===== src/rtl/dense_matrix_multiply_top_macros.svh =====
// Assertion helpers shared by the RTL that carries checks.
// Each expects clk and rst_n in scope.
`ifndef DENSE_MATRIX_MULTIPLY_TOP_MACROS_SVH
`define DENSE_MATRIX_MULTIPLY_TOP_MACROS_SVH

// Condition that must hold on every clock edge out of reset
`define DMM_CHECK(name, cond) \
  name: assert property (@(posedge clk) disable iff (!rst_n) (cond)) \
    else $error("dmm check failed");

// Condition that must hold in the cycle after a trigger
`define DMM_CHECK_NEXT(name, trig, cond) \
  name: assert property (@(posedge clk) disable iff (!rst_n) (trig) |=> (cond)) \
    else $error("dmm sequence check failed");

`endif


===== src/rtl/dmm_pkg.sv =====
`default_nettype none

package dmm_pkg;

  // Operation codes carried on in_tuser
  localparam logic [1:0] OP_LOAD_A  = 2'd0;
  localparam logic [1:0] OP_LOAD_B  = 2'd1;
  localparam logic [1:0] OP_COMPUTE = 2'd2;

  // Configuration register indexes
  localparam logic [1:0] REG_ROWS_OF_A  = 2'd0;
  localparam logic [1:0] REG_INNER_SIZE = 2'd1;
  localparam logic [1:0] REG_COLS_OF_B  = 2'd2;

  // Fixed field widths
  localparam int OP_W      = 2;
  localparam int IDX_W     = 3;
  localparam int ELEM_W    = 16;
  localparam int DIM_W     = 4;
  localparam int CFG_IDX_W = 2;
  localparam int PROD_W    = 35;
  localparam int IN_DATA_W  = 24;  // 22 bits of fields, padded to bytes
  localparam int OUT_DATA_W = 48;  // 41 bits of fields, padded to bytes

  // Sequencer states
  typedef enum logic [1:0] {
    ST_IDLE,
    ST_ISSUE,
    ST_DRAIN,
    ST_EMIT
  } dmm_state_t;

endpackage

`default_nettype wire


===== src/rtl/dense_matrix_multiply_top.sv =====
// Dense integer matrix multiplier.
// Input stream: in_tuser selects load A, load B or compute; in_tdata holds
// row, column and element value. Loads are taken one per cycle while idle and write one
// element of A or B. A compute item starts a run that emits every element of
// A x B in row-major order on the output stream, out_tlast on the final one.
// Config stream cfg_*: index 0 rows of A, 1 inner size, 2 columns of B.
// Write it only while the block is idle.
// Each product element uses one shared multiply-accumulate unit, fed by one
// read port on each store, for its inner-product steps, then read, multiply
// and result load; the next element starts only once the result is loaded.
// The input is not ready for the whole of a run; loads need no run.
// The result sits in an output register; a stalled receiver holds it and
// the run pauses before loading the next result until the register is free.
// Reset clears the sequencer, the output valid and the dimension registers
// (all 8); store contents are undefined until written.
`default_nettype none

module dense_matrix_multiply_top #(
  parameter int MAX_DIM    = 8,
  parameter int VALUE_BITS = 16
) (
  input  wire logic                            clk,
  input  wire logic                            rst_n,
  // Input stream
  input  wire logic                            in_tvalid,
  output logic                                 in_tready,
  input  wire logic [dmm_pkg::IN_DATA_W-1:0]   in_tdata,  // row[2:0], col[5:3], value[21:6]
  input  wire logic [dmm_pkg::OP_W-1:0]        in_tuser,  // operation[1:0]
  // Result stream
  output logic                                 out_tvalid,
  input  wire logic                            out_tready,
  output logic [dmm_pkg::OUT_DATA_W-1:0]       out_tdata, // row[2:0], col[5:3], product[40:6]
  output logic                                 out_tlast,
  // Configuration write channel
  input  wire logic                            cfg_valid,
  output logic                                 cfg_ready,
  input  wire logic [dmm_pkg::CFG_IDX_W-1:0]   cfg_index,
  input  wire logic [dmm_pkg::DIM_W-1:0]       cfg_data
);

  import dmm_pkg::*;

  `include "dense_matrix_multiply_top_macros.svh"

  localparam int DEPTH = MAX_DIM * MAX_DIM;
  localparam int AW    = $clog2(DEPTH);
  localparam int CW    = $clog2(MAX_DIM);
  localparam int PW    = 2 * VALUE_BITS;

  // Dimension register, clamped to 1..MAX_DIM, returned as count minus one
  function automatic logic [CW-1:0] dim_last(input logic [DIM_W-1:0] v);
    logic [CW-1:0] res;
    if (v == '0) begin
      res = '0;
    end else if (int'(v) > MAX_DIM) begin
      res = CW'(MAX_DIM - 1);
    end else begin
      res = CW'(v - DIM_W'(1));
    end
    return res;
  endfunction

  // Input field split
  logic [IDX_W-1:0]      in_row;
  logic [IDX_W-1:0]      in_col;
  logic [ELEM_W-1:0]     in_elem;
  logic [VALUE_BITS-1:0] elem_v;
  logic                  in_xfer;
  logic                  load_ok;
  logic [AW-1:0]         wr_addr;

  assign in_row  = in_tdata[IDX_W-1:0];
  assign in_col  = in_tdata[2*IDX_W-1:IDX_W];
  assign in_elem = in_tdata[2*IDX_W+ELEM_W-1:2*IDX_W];
  // Low VALUE_BITS of the field, zero-filled above the field
  assign elem_v  = VALUE_BITS'(in_elem);
  assign in_xfer = in_tvalid && in_tready;
  assign load_ok = (int'(in_row) < MAX_DIM) && (int'(in_col) < MAX_DIM);
  assign wr_addr = AW'(in_row) * AW'(MAX_DIM) + AW'(in_col);

  // Configuration registers
  logic [DIM_W-1:0] rows_r, inner_r, cols_r;
  logic [CW-1:0]    nr_m1, nk_m1, nc_m1;

  assign cfg_ready = 1'b1;

  always_ff @(posedge clk) begin
    if (!rst_n) begin
      rows_r  <= DIM_W'(8);
      inner_r <= DIM_W'(8);
      cols_r  <= DIM_W'(8);
    end else if (cfg_valid && cfg_ready) begin
      case (cfg_index)
        REG_ROWS_OF_A:  rows_r  <= cfg_data;
        REG_INNER_SIZE: inner_r <= cfg_data;
        REG_COLS_OF_B:  cols_r  <= cfg_data;
        default: ;
      endcase
    end
  end

  assign nr_m1 = dim_last(rows_r);
  assign nk_m1 = dim_last(inner_r);
  assign nc_m1 = dim_last(cols_r);

  // Sequencer state and counters
  dmm_state_t state_r, state_nxt;
  logic [CW-1:0] r_r, r_nxt, c_r, c_nxt, k_r, k_nxt;
  logic signed [PROD_W-1:0] acc_r, acc_nxt;
  logic rd_v_r, rd_last_r, mul_v_r, mul_last_r;

  logic start;
  logic issue;
  logic out_free;
  logic out_load;
  logic last_elem;

  assign start     = in_xfer && (in_tuser == OP_COMPUTE);
  assign out_free  = !out_tvalid || out_tready;
  assign last_elem = (r_r == nr_m1) && (c_r == nc_m1);

  // Store addresses for the current step
  logic [AW-1:0] a_addr, b_addr;
  assign a_addr = AW'(r_r) * AW'(MAX_DIM) + AW'(k_r);
  assign b_addr = AW'(k_r) * AW'(MAX_DIM) + AW'(c_r);

  // Stores: one write port for loads, one registered read port each
  logic signed [VALUE_BITS-1:0] mem_a [DEPTH];
  logic signed [VALUE_BITS-1:0] mem_b [DEPTH];
  logic signed [VALUE_BITS-1:0] a_q_r, b_q_r;

  always_ff @(posedge clk) begin
    if (in_xfer && load_ok && (in_tuser == OP_LOAD_A)) begin
      mem_a[wr_addr] <= elem_v;
    end
    if (issue) begin
      a_q_r <= mem_a[a_addr];
    end
  end

  always_ff @(posedge clk) begin
    if (in_xfer && load_ok && (in_tuser == OP_LOAD_B)) begin
      mem_b[wr_addr] <= elem_v;
    end
    if (issue) begin
      b_q_r <= mem_b[b_addr];
    end
  end

  // Next state
  always_comb begin
    state_nxt = state_r;
    case (state_r)
      ST_IDLE: begin
        if (start) state_nxt = ST_ISSUE;
      end
      ST_ISSUE: begin
        if (k_r == nk_m1) state_nxt = ST_DRAIN;
      end
      ST_DRAIN: begin
        if (mul_v_r && mul_last_r) state_nxt = ST_EMIT;
      end
      ST_EMIT: begin
        if (out_free) state_nxt = last_elem ? ST_IDLE : ST_ISSUE;
      end
      default: state_nxt = ST_IDLE;
    endcase
  end

  // State decode
  always_comb begin
    in_tready = 1'b0;
    issue     = 1'b0;
    out_load  = 1'b0;
    case (state_r)
      ST_IDLE:  in_tready = 1'b1;
      ST_ISSUE: issue     = 1'b1;
      ST_EMIT:  out_load  = out_free;
      default: ;
    endcase
  end

  // Multiply-accumulate pipeline: read, multiply, accumulate
  logic signed [PW-1:0] prod_r;

  always_ff @(posedge clk) begin
    if (!rst_n) begin
      rd_v_r     <= 1'b0;
      rd_last_r  <= 1'b0;
      mul_v_r    <= 1'b0;
      mul_last_r <= 1'b0;
    end else begin
      rd_v_r     <= issue;
      rd_last_r  <= issue && (k_r == nk_m1);
      mul_v_r    <= rd_v_r;
      mul_last_r <= rd_last_r;
    end
  end

  always_ff @(posedge clk) begin
    if (rd_v_r) begin
      prod_r <= a_q_r * b_q_r;
    end
  end

  // Counters and accumulator
  always_comb begin
    r_nxt   = r_r;
    c_nxt   = c_r;
    k_nxt   = k_r;
    acc_nxt = acc_r;
    if (start) begin
      r_nxt   = '0;
      c_nxt   = '0;
      k_nxt   = '0;
      acc_nxt = '0;
    end
    if (issue) begin
      k_nxt = (k_r == nk_m1) ? '0 : k_r + CW'(1);
    end
    if (mul_v_r) begin
      acc_nxt = acc_r + PROD_W'(prod_r);
    end
    if (out_load) begin
      acc_nxt = '0;
      k_nxt   = '0;
      if (c_r == nc_m1) begin
        c_nxt = '0;
        r_nxt = r_r + CW'(1);
      end else begin
        c_nxt = c_r + CW'(1);
      end
    end
  end

  always_ff @(posedge clk) begin
    if (!rst_n) begin
      state_r <= ST_IDLE;
      r_r     <= '0;
      c_r     <= '0;
      k_r     <= '0;
    end else begin
      state_r <= state_nxt;
      r_r     <= r_nxt;
      c_r     <= c_nxt;
      k_r     <= k_nxt;
    end
  end

  always_ff @(posedge clk) begin
    acc_r <= acc_nxt;
  end

  // Output register
  logic                     out_valid_r;
  logic [IDX_W-1:0]         out_row_r, out_col_r;
  logic signed [PROD_W-1:0] out_val_r;
  logic                     out_last_r;

  always_ff @(posedge clk) begin
    if (!rst_n) begin
      out_valid_r <= 1'b0;
    end else if (out_load) begin
      out_valid_r <= 1'b1;
    end else if (out_tready) begin
      out_valid_r <= 1'b0;
    end
  end

  always_ff @(posedge clk) begin
    if (out_load) begin
      out_row_r  <= IDX_W'(r_r);
      out_col_r  <= IDX_W'(c_r);
      out_val_r  <= acc_r;
      out_last_r <= last_elem;
    end
  end

  assign out_tvalid = out_valid_r;
  assign out_tlast  = out_last_r;
  assign out_tdata  = {(OUT_DATA_W - 2*IDX_W - PROD_W)'(0), out_val_r, out_col_r, out_row_r};

  // Checks
  `DMM_CHECK_NEXT(a_last_returns_idle, out_load && last_elem, state_r == ST_IDLE)
  `DMM_CHECK(a_pipe_only_in_run, !mul_v_r || state_r == ST_ISSUE || state_r == ST_DRAIN)
  `DMM_CHECK(a_k_in_range, k_r <= nk_m1)

endmodule

`default_nettype wire

===== config.mk =====
export PLATFORM = sky130hd
export DESIGN_NAME = dense_matrix_multiply_top
export DESIGN_NICKNAME = d
export VERILOG_FILES = /design/src/rtl/dmm_pkg.sv /design/src/rtl/dense_matrix_multiply_top.sv
export VERILOG_INCLUDE_DIRS = /design/src /design/src/rtl
export SDC_FILE = /design/constraint.sdc
export NUM_CORES = 2
export LEC_CHECK = 0
export CAP_MARGIN = 15
export CELL_PAD_IN_SITES_DETAIL_PLACEMENT = 1
export CELL_PAD_IN_SITES_GLOBAL_PLACEMENT = 1
export CORE_ASPECT_RATIO = 0.9
export CORE_UTILIZATION = 45
export DETAILED_ROUTE_END_ITERATION = 12
export DONT_BUFFER_PORTS = 1
export GPL_TIMING_DRIVEN = 0
export PLACE_DENSITY = 0.75
export SLEW_MARGIN = 40
export SYNTH_ARGS = -nofsm -noshare
export SYNTH_HDL_FRONTEND = slang
export SYNTH_SLANG_ARGS = --single-unit

===== constraint.sdc =====
create_clock -name clk -period 11.35 [get_ports clk]
set_input_delay 2.27 -clock clk [delete_from_list [all_inputs] [get_ports clk]]
set_output_delay 2.27 -clock clk [all_outputs]
set_load 0.01 [all_outputs]

Word-level counts from Yosys, hierarchy flattened

Memory sizes are Yosys's and may differ from the RTL's. A register that Yosys moved wholly into a read port is not among the register bits.
Index checks and enable logic that the tools add are counted.

Bits in read-only memories: 0
Latch bits: 0
Register bits after elaboration: 137
Output and inout bits: 52
Input port bits: 37
Logic and storage cells: 104
Memory bits (writable): 2048
Memories kept: 2

Equality and inequality tests: 14
$lt $le $gt $ge: 3
Bitwise logic cells: 1
Mux-type cells: 31
Multiply operators: 1
Shift-type cells: 0
Reduce and logical (&&, ||, !) cells: 24
Divide/modulo/power cells: 0
Add/sub/neg operators: 10

Memories:

| memory | words | bits a word | read ports | clocked after memory_dff | wr ports | RTL line                         | RTL |
|---|---|---|---|---|---|---|---|
| mem_a  | 64    | 16          | 1          | 1                        | 1        | dense_matrix_multiply_top.sv:128 | `logic signed [VALUE_BITS-1:0] mem_a [DEPTH];` |
| mem_b  | 64    | 16          | 1          | 1                        | 1        | dense_matrix_multiply_top.sv:129 | `logic signed [VALUE_BITS-1:0] mem_b [DEPTH];` |

Operator list:

| kind                                                                  | number |
|---|---|
| 35-bit two-way mux                                                    | 2 |
| 3-bit two-way mux                                                     | 14 |
| 35-bit by 32-bit adder with 35-bit output                             | 1 |
| 16-bit by 16-bit multiplier with 32-bit output                        | 1 |
| 6-bit by 3-bit adder with 6-bit output                                | 3 |
| 4-bit greater-than comparator, second input constant                  | 3 |
| 4-bit logical NOT                                                     | 3 |
| 1-bit two-way mux                                                     | 10 |
| 3-bit by 1-bit adder with 3-bit output, second input constant         | 3 |
| 3-bit equality test                                                   | 3 |
| 3-bit by 1-bit subtractor with 3-bit output, second input constant    | 3 |
| 2-bit equality test, second input constant                            | 4 |
| 2-bit two-way mux                                                     | 4 |
| 2-bit != test, second input constant                                  | 4 |
| 2-bit one-hot mux with 4 select lines                                 | 1 |
| 2-bit nonzero test                                                    | 4 |
| 1-bit logical AND                                                     | 7 |
| 2-bit by 1-bit equality test with 1-bit output, second input constant | 3 |
| 2-bit logical NOT                                                     | 3 |
| 2-bit AND reduction                                                   | 3 |
| 4-bit AND reduction                                                   | 1 |
| 2-bit OR reduction                                                    | 1 |
| 1-bit logical NOT                                                     | 1 |
| 1-bit logical OR                                                      | 1 |
| 1-bit inverter                                                        | 1 |

Depth between registers and ports, before layout

Word-level depth: 8
Gate-level depth with buffers: 25
Gate-level depth less buffers: 24

Worst setup path after synthesis

No wires, ideal clock.

Path kind: flip-flop to flip-flop
From: reg b_q_r[1] (read register of mem_b)
To: reg prod_r[31], data pin
Stages on the path, launching flop included: 22
Required time: 11.090 ns
Buffers on the path: 1
Arrival: 5.633 ns
Setup slack: 5.457 ns
Clock period less this slack: 5.893 ns
Library setup time: 0.260 ns
Path through: edfxtp_1 -> clkbuf_1 -> nand2_1 -> inv_1 -> fa_1 -> fa_1 -> inv_1 -> fa_1 -> fa_1 -> inv_1 -> fa_1 -> inv_1 -> fa_1 -> inv_1 -> ha_1 -> o21ai_0 -> nand2b_1 -> and3_1 -> a21boi_1 -> o21bai_1 -> a21oi_1 -> xnor2_1

Word-level cells in the longest chain between the ends: 1

RTL lines:

| element                                        | RTL line                         | RTL |
|---|---|---|
| from (decl)                                    | dense_matrix_multiply_top.sv:130 | `logic signed [VALUE_BITS-1:0] a_q_r, b_q_r;` |
| 16-bit by 16-bit multiplier with 32-bit output | dense_matrix_multiply_top.sv:202 | `prod_r <= a_q_r * b_q_r;` |
| to (signal assigned)                           | dense_matrix_multiply_top.sv:202 |  |
| to (decl)                                      | dense_matrix_multiply_top.sv:184 | `logic signed [PW-1:0] prod_r;` |

No other way between the ends.
A chain may end at the register's enable or synchronous reset.

Final worst setup path

From: reg a_q_r[8] (read register of mem_a)
To: reg prod_r[31], data pin

Word-level cells in the longest chain between the ends: 1

RTL lines:

| element                                        | RTL line |
|---|---|
| from (decl)                                    | dense_matrix_multiply_top.sv:130 |
| 16-bit by 16-bit multiplier with 32-bit output | dense_matrix_multiply_top.sv:202 |

No other way between the ends.

==> run metrics <==
largest net degree at the start of global routing=around 130; Post-synth EDFFs=approximately 2200; Setup Viol. Count Final=0; critical path's most frequent cell=fa_1; worst slew pin tran=0.901 ns; hold_buf cts=0; CP max-delay cell=a2111oi_0; H-tree levels=4; Slew headroom=about two fifths; minimum clock period=just over 7 ns; Port Buffers=0; Critical path buffers and inverters=5; Startpoint Class=register; DRT iter0 DRCs=just over 6000; clk_lat worst skew=between 0.8 and 0.9 ns; Post-CTS Setup Inserts=0; setup TNS=0 ns; Post-DRT Antenna Nets=0; Bufs on Longest Clock Path=3; vias in the first global route=between 50000 and 60000; crit path max fanout=10; FMAX=0.141 GHz; failing checks=DRC; first-pass GRT wire length=366000 µm; GRT overflow=0; fin nets=about 5500; die area=approximately 210000 µm²; Initial Util=between 40 and 50%; critical path class=register to register; die height=roughly 440 µm; Min-Delay Path Class=register to register; crit-path cells=clkbuf_1 > nand2_1 > fa_1 > fa_1 > fa_1 > fa_1 > inv_1 > fa_1 > inv_1 > fa_1 > inv_1 > ha_1 > inv_1 > o21bai_1 > a2111oi_0 > a211o_1 > nand3_1 > a21boi_1 > o21bai_1 > a21oi_1 > xnor2_1; HPWL after DPL=roughly 170000 µm; CTS tree=built; Num CTS Buffers=~210; # rows=160; #FFs+latches synth=between 2000 and 2500; die width=between 400 and 500 µm; Worst Setup End Kind=register; Hold Fails Final Rpt=0; num ports=89; Synth-to-Final Area Change=13.0%; CP delay by family, top=adder cells; Residual DRC=4; initial antenna violation count=38; Worst Path Required=11.93 ns; post-CTS sizing=0; outcome=finished with violations; Post-Synthesis Cells=4823; Max Cap Violations=0; utilization after layout=between 50% and 60%; Top FF cell, synth=edfxtp_1; RSZ-0062 raised after global routing=no; via count=48800; post-synthesis sequential area ratio=between 60% and 70%; clock skew=~0.049 ns; Routed WL=between 200000 and 300000 µm; Post-Syn Area=about 96000 µm²; critical path's largest stage delay=a little under 0.7 ns; Synth warnings=0; TritonRoute pass-1 iters=9; Mapped Avg Cell Area=~20 µm²; layout cells sized above 1=about a quarter; vias per cell=about 6.0; CTS Sinks=2217; Final Slew Violations=0; synth unique cells=slightly above 60; clk slew on worst S/H paths=0.07 ns; Post-synth ARST share=0%; DR WL/cell=31.3 µm; Final Wtd Congestion=0.867; core area=211000 µm²; CTS root buf=clkbuf_16; Tot GR Track Use=between 20% and 30%; Worst EP arrival=about 7.7 ns; fin crit share=between 60% and 70%
[worst reg2reg max path, cell delays in order, from the launching register on]
cell and delay (ns):
edfxtp_1 0.67, clkbuf_1 0.54, nand2_1 0.17, fa_1 0.52
fa_1 0.50, fa_1 0.56, fa_1 0.55, inv_1 0.05
fa_1 0.47, inv_1 0.05, fa_1 0.47, inv_1 0.04
ha_1 0.34, inv_1 0.10, o21bai_1 0.09, a2111oi_0 0.69
a211o_1 0.27, nand3_1 0.13, a21boi_1 0.24, o21bai_1 0.09
a21oi_1 0.17, xnor2_1 0.10
[logic make-up after synthesis]
logic type                 Yosys count  synth area share, %
DFF                               2217                 69.0
muxes                              683                 15.9
and+or+nand+nor                    661                 3.20
buffers and inverters              556                 2.44
adders and majority gates          391                 7.18
AOI/OAI and AO/OA                  239                 1.56
xor gates and xnor gates            74                0.678
other                                2              0.00786
[routing by layer]
metal  routed length (µm)  up-vias  GRT usage [%]
li1                     -    19500              -
met1               103000    26200           34.3
met2               118000     2633           36.8
met3                25200      437           5.29
met4                 8110       16           7.82
met5                  116        -              0
[cell usage after synthesis (3+ instances only)]
master / count / area (µm²)
dfxtp_1: 63 / 1260
fa_1: 263 / 5270
nor3b_1: 8 / 60.1
a21oi_1: 83 / 415
o21bai_1: 9 / 67.6
a31oi_1: 9 / 56.3
nand2_1: 211 / 792
o211ai_1: 13 / 97.6
or3b_2: 3 / 26.3
o21a_1: 9 / 67.6
nand2b_1: 11 / 68.8
nand3_1: 23 / 115
xor2_1: 26 / 228
nand3b_1: 9 / 67.6
nor2b_1: 22 / 138
o21ai_1: 16 / 80.1
ha_1: 126 / 1580
edfxtp_1: 2154 / 64700
clkbuf_1: 130 / 488
o21ai_0: 33 / 165
a21boi_0: 3 / 22.5
mux4_2: 672 / 15100
nor2_1: 216 / 811
nor3_1: 13 / 65.1
nand4_1: 4 / 25.0
inv_1: 338 / 1270
buf_4: 37 / 278
buf_2: 30 / 150
o31ai_1: 7 / 52.6
a21o_1: 23 / 173
and3_1: 10 / 62.6
xnor2_1: 48 / 420
a22oi_1: 5 / 37.5
a211oi_1: 8 / 60.1
buf_1: 11 / 41.3
buf_6: 9 / 101
and2_1: 118 / 738
or3_1: 8 / 50.1
mux2i_1: 11 / 110
[layout make-up]
class	count	area, µm²
Clock buffer	263	5680
Antenna cell	10	25.0
Timing Repair Buffer	56	781
Tap cell	2835	3550
Inverter	339	1270
Sequential cell	2217	65900
Multi-Input combinational cell	2056	28400
Fill cell	18900	103000
Clock inverter	136	1300
Buffer	217	1110
[layout by cell type, fill, tap and decap left out, drive strengths merged, types with 10 or more instances in the layout]
cell      synthesis  final
buf              87    141
nor3             13     13
nor2            216    216
inv             338    347
clkbuf          130    395
mux4            672    672
mux2i            11     11
fa              263    263
clkinvlp          0     10
a21o             23     23
and2            118    118
diode             0     10
a21oi            83     83
and3             10     10
nand3            23     23
bufinv            0     16
nand2           211    211
edfxtp         2154   2154
nor2b            22     22
xor2             26     26
nand2b           11     11
o211ai           13     13
dfxtp            63     63
xnor2            48     48
clkinv            1    102
ha              126    126
o21ai            49     49
[final timing paths]
path | to | slack (ns) | startpoint | cells past startpoint
min reg2reg | mul_last_r | 0.45 | rd_last_r | 1
max | prod_r[31] | 4.25 | a_q_r[8] | 21
min | mul_last_r | 0.45 | rd_last_r | 1
max reg2reg | prod_r[31] | 4.25 | a_q_r[8] | 21
[flip-flops by register name (all words and copies together), names as in the netlist]
name        flops
mem_a        1024
mem_b        1024
acc_r          35
out_val_r      35
prod_r         32
a_q_r          16
b_q_r          16
cols_r          4
inner_r         4
rows_r          4
c_r             3
k_r             3
out_col_r       3
out_row_r       3
r_r             3
state_r         2
mul_last_r      1
mul_v_r         1
out_tlast       1
out_tvalid      1
rd_last_r       1
rd_v_r          1
[per-stage QoR]
| step | instance area [µm²] | cells | setup slack, ns | hold slack, ns |
|---|---|---|---|---|
| CTS | 108000 | 8119 | 4.20 | 0.447 |
| floorplan | 95600 | 4829 | 5.46 | 0.406 |
| detailed placement | 101000 | 7720 | 4.28 | 0.418 |
| finish | 108000 | 8129 | 4.25 | 0.446 |
| global route | 108000 | 8125 | 3.81 | 0.467 |
| global placement | 99200 | 7664 | 4.36 | 0.414 |
Power is not shown: default switching activity piles up to over one toggle a cycle in this logic, so the estimate is an artifact.
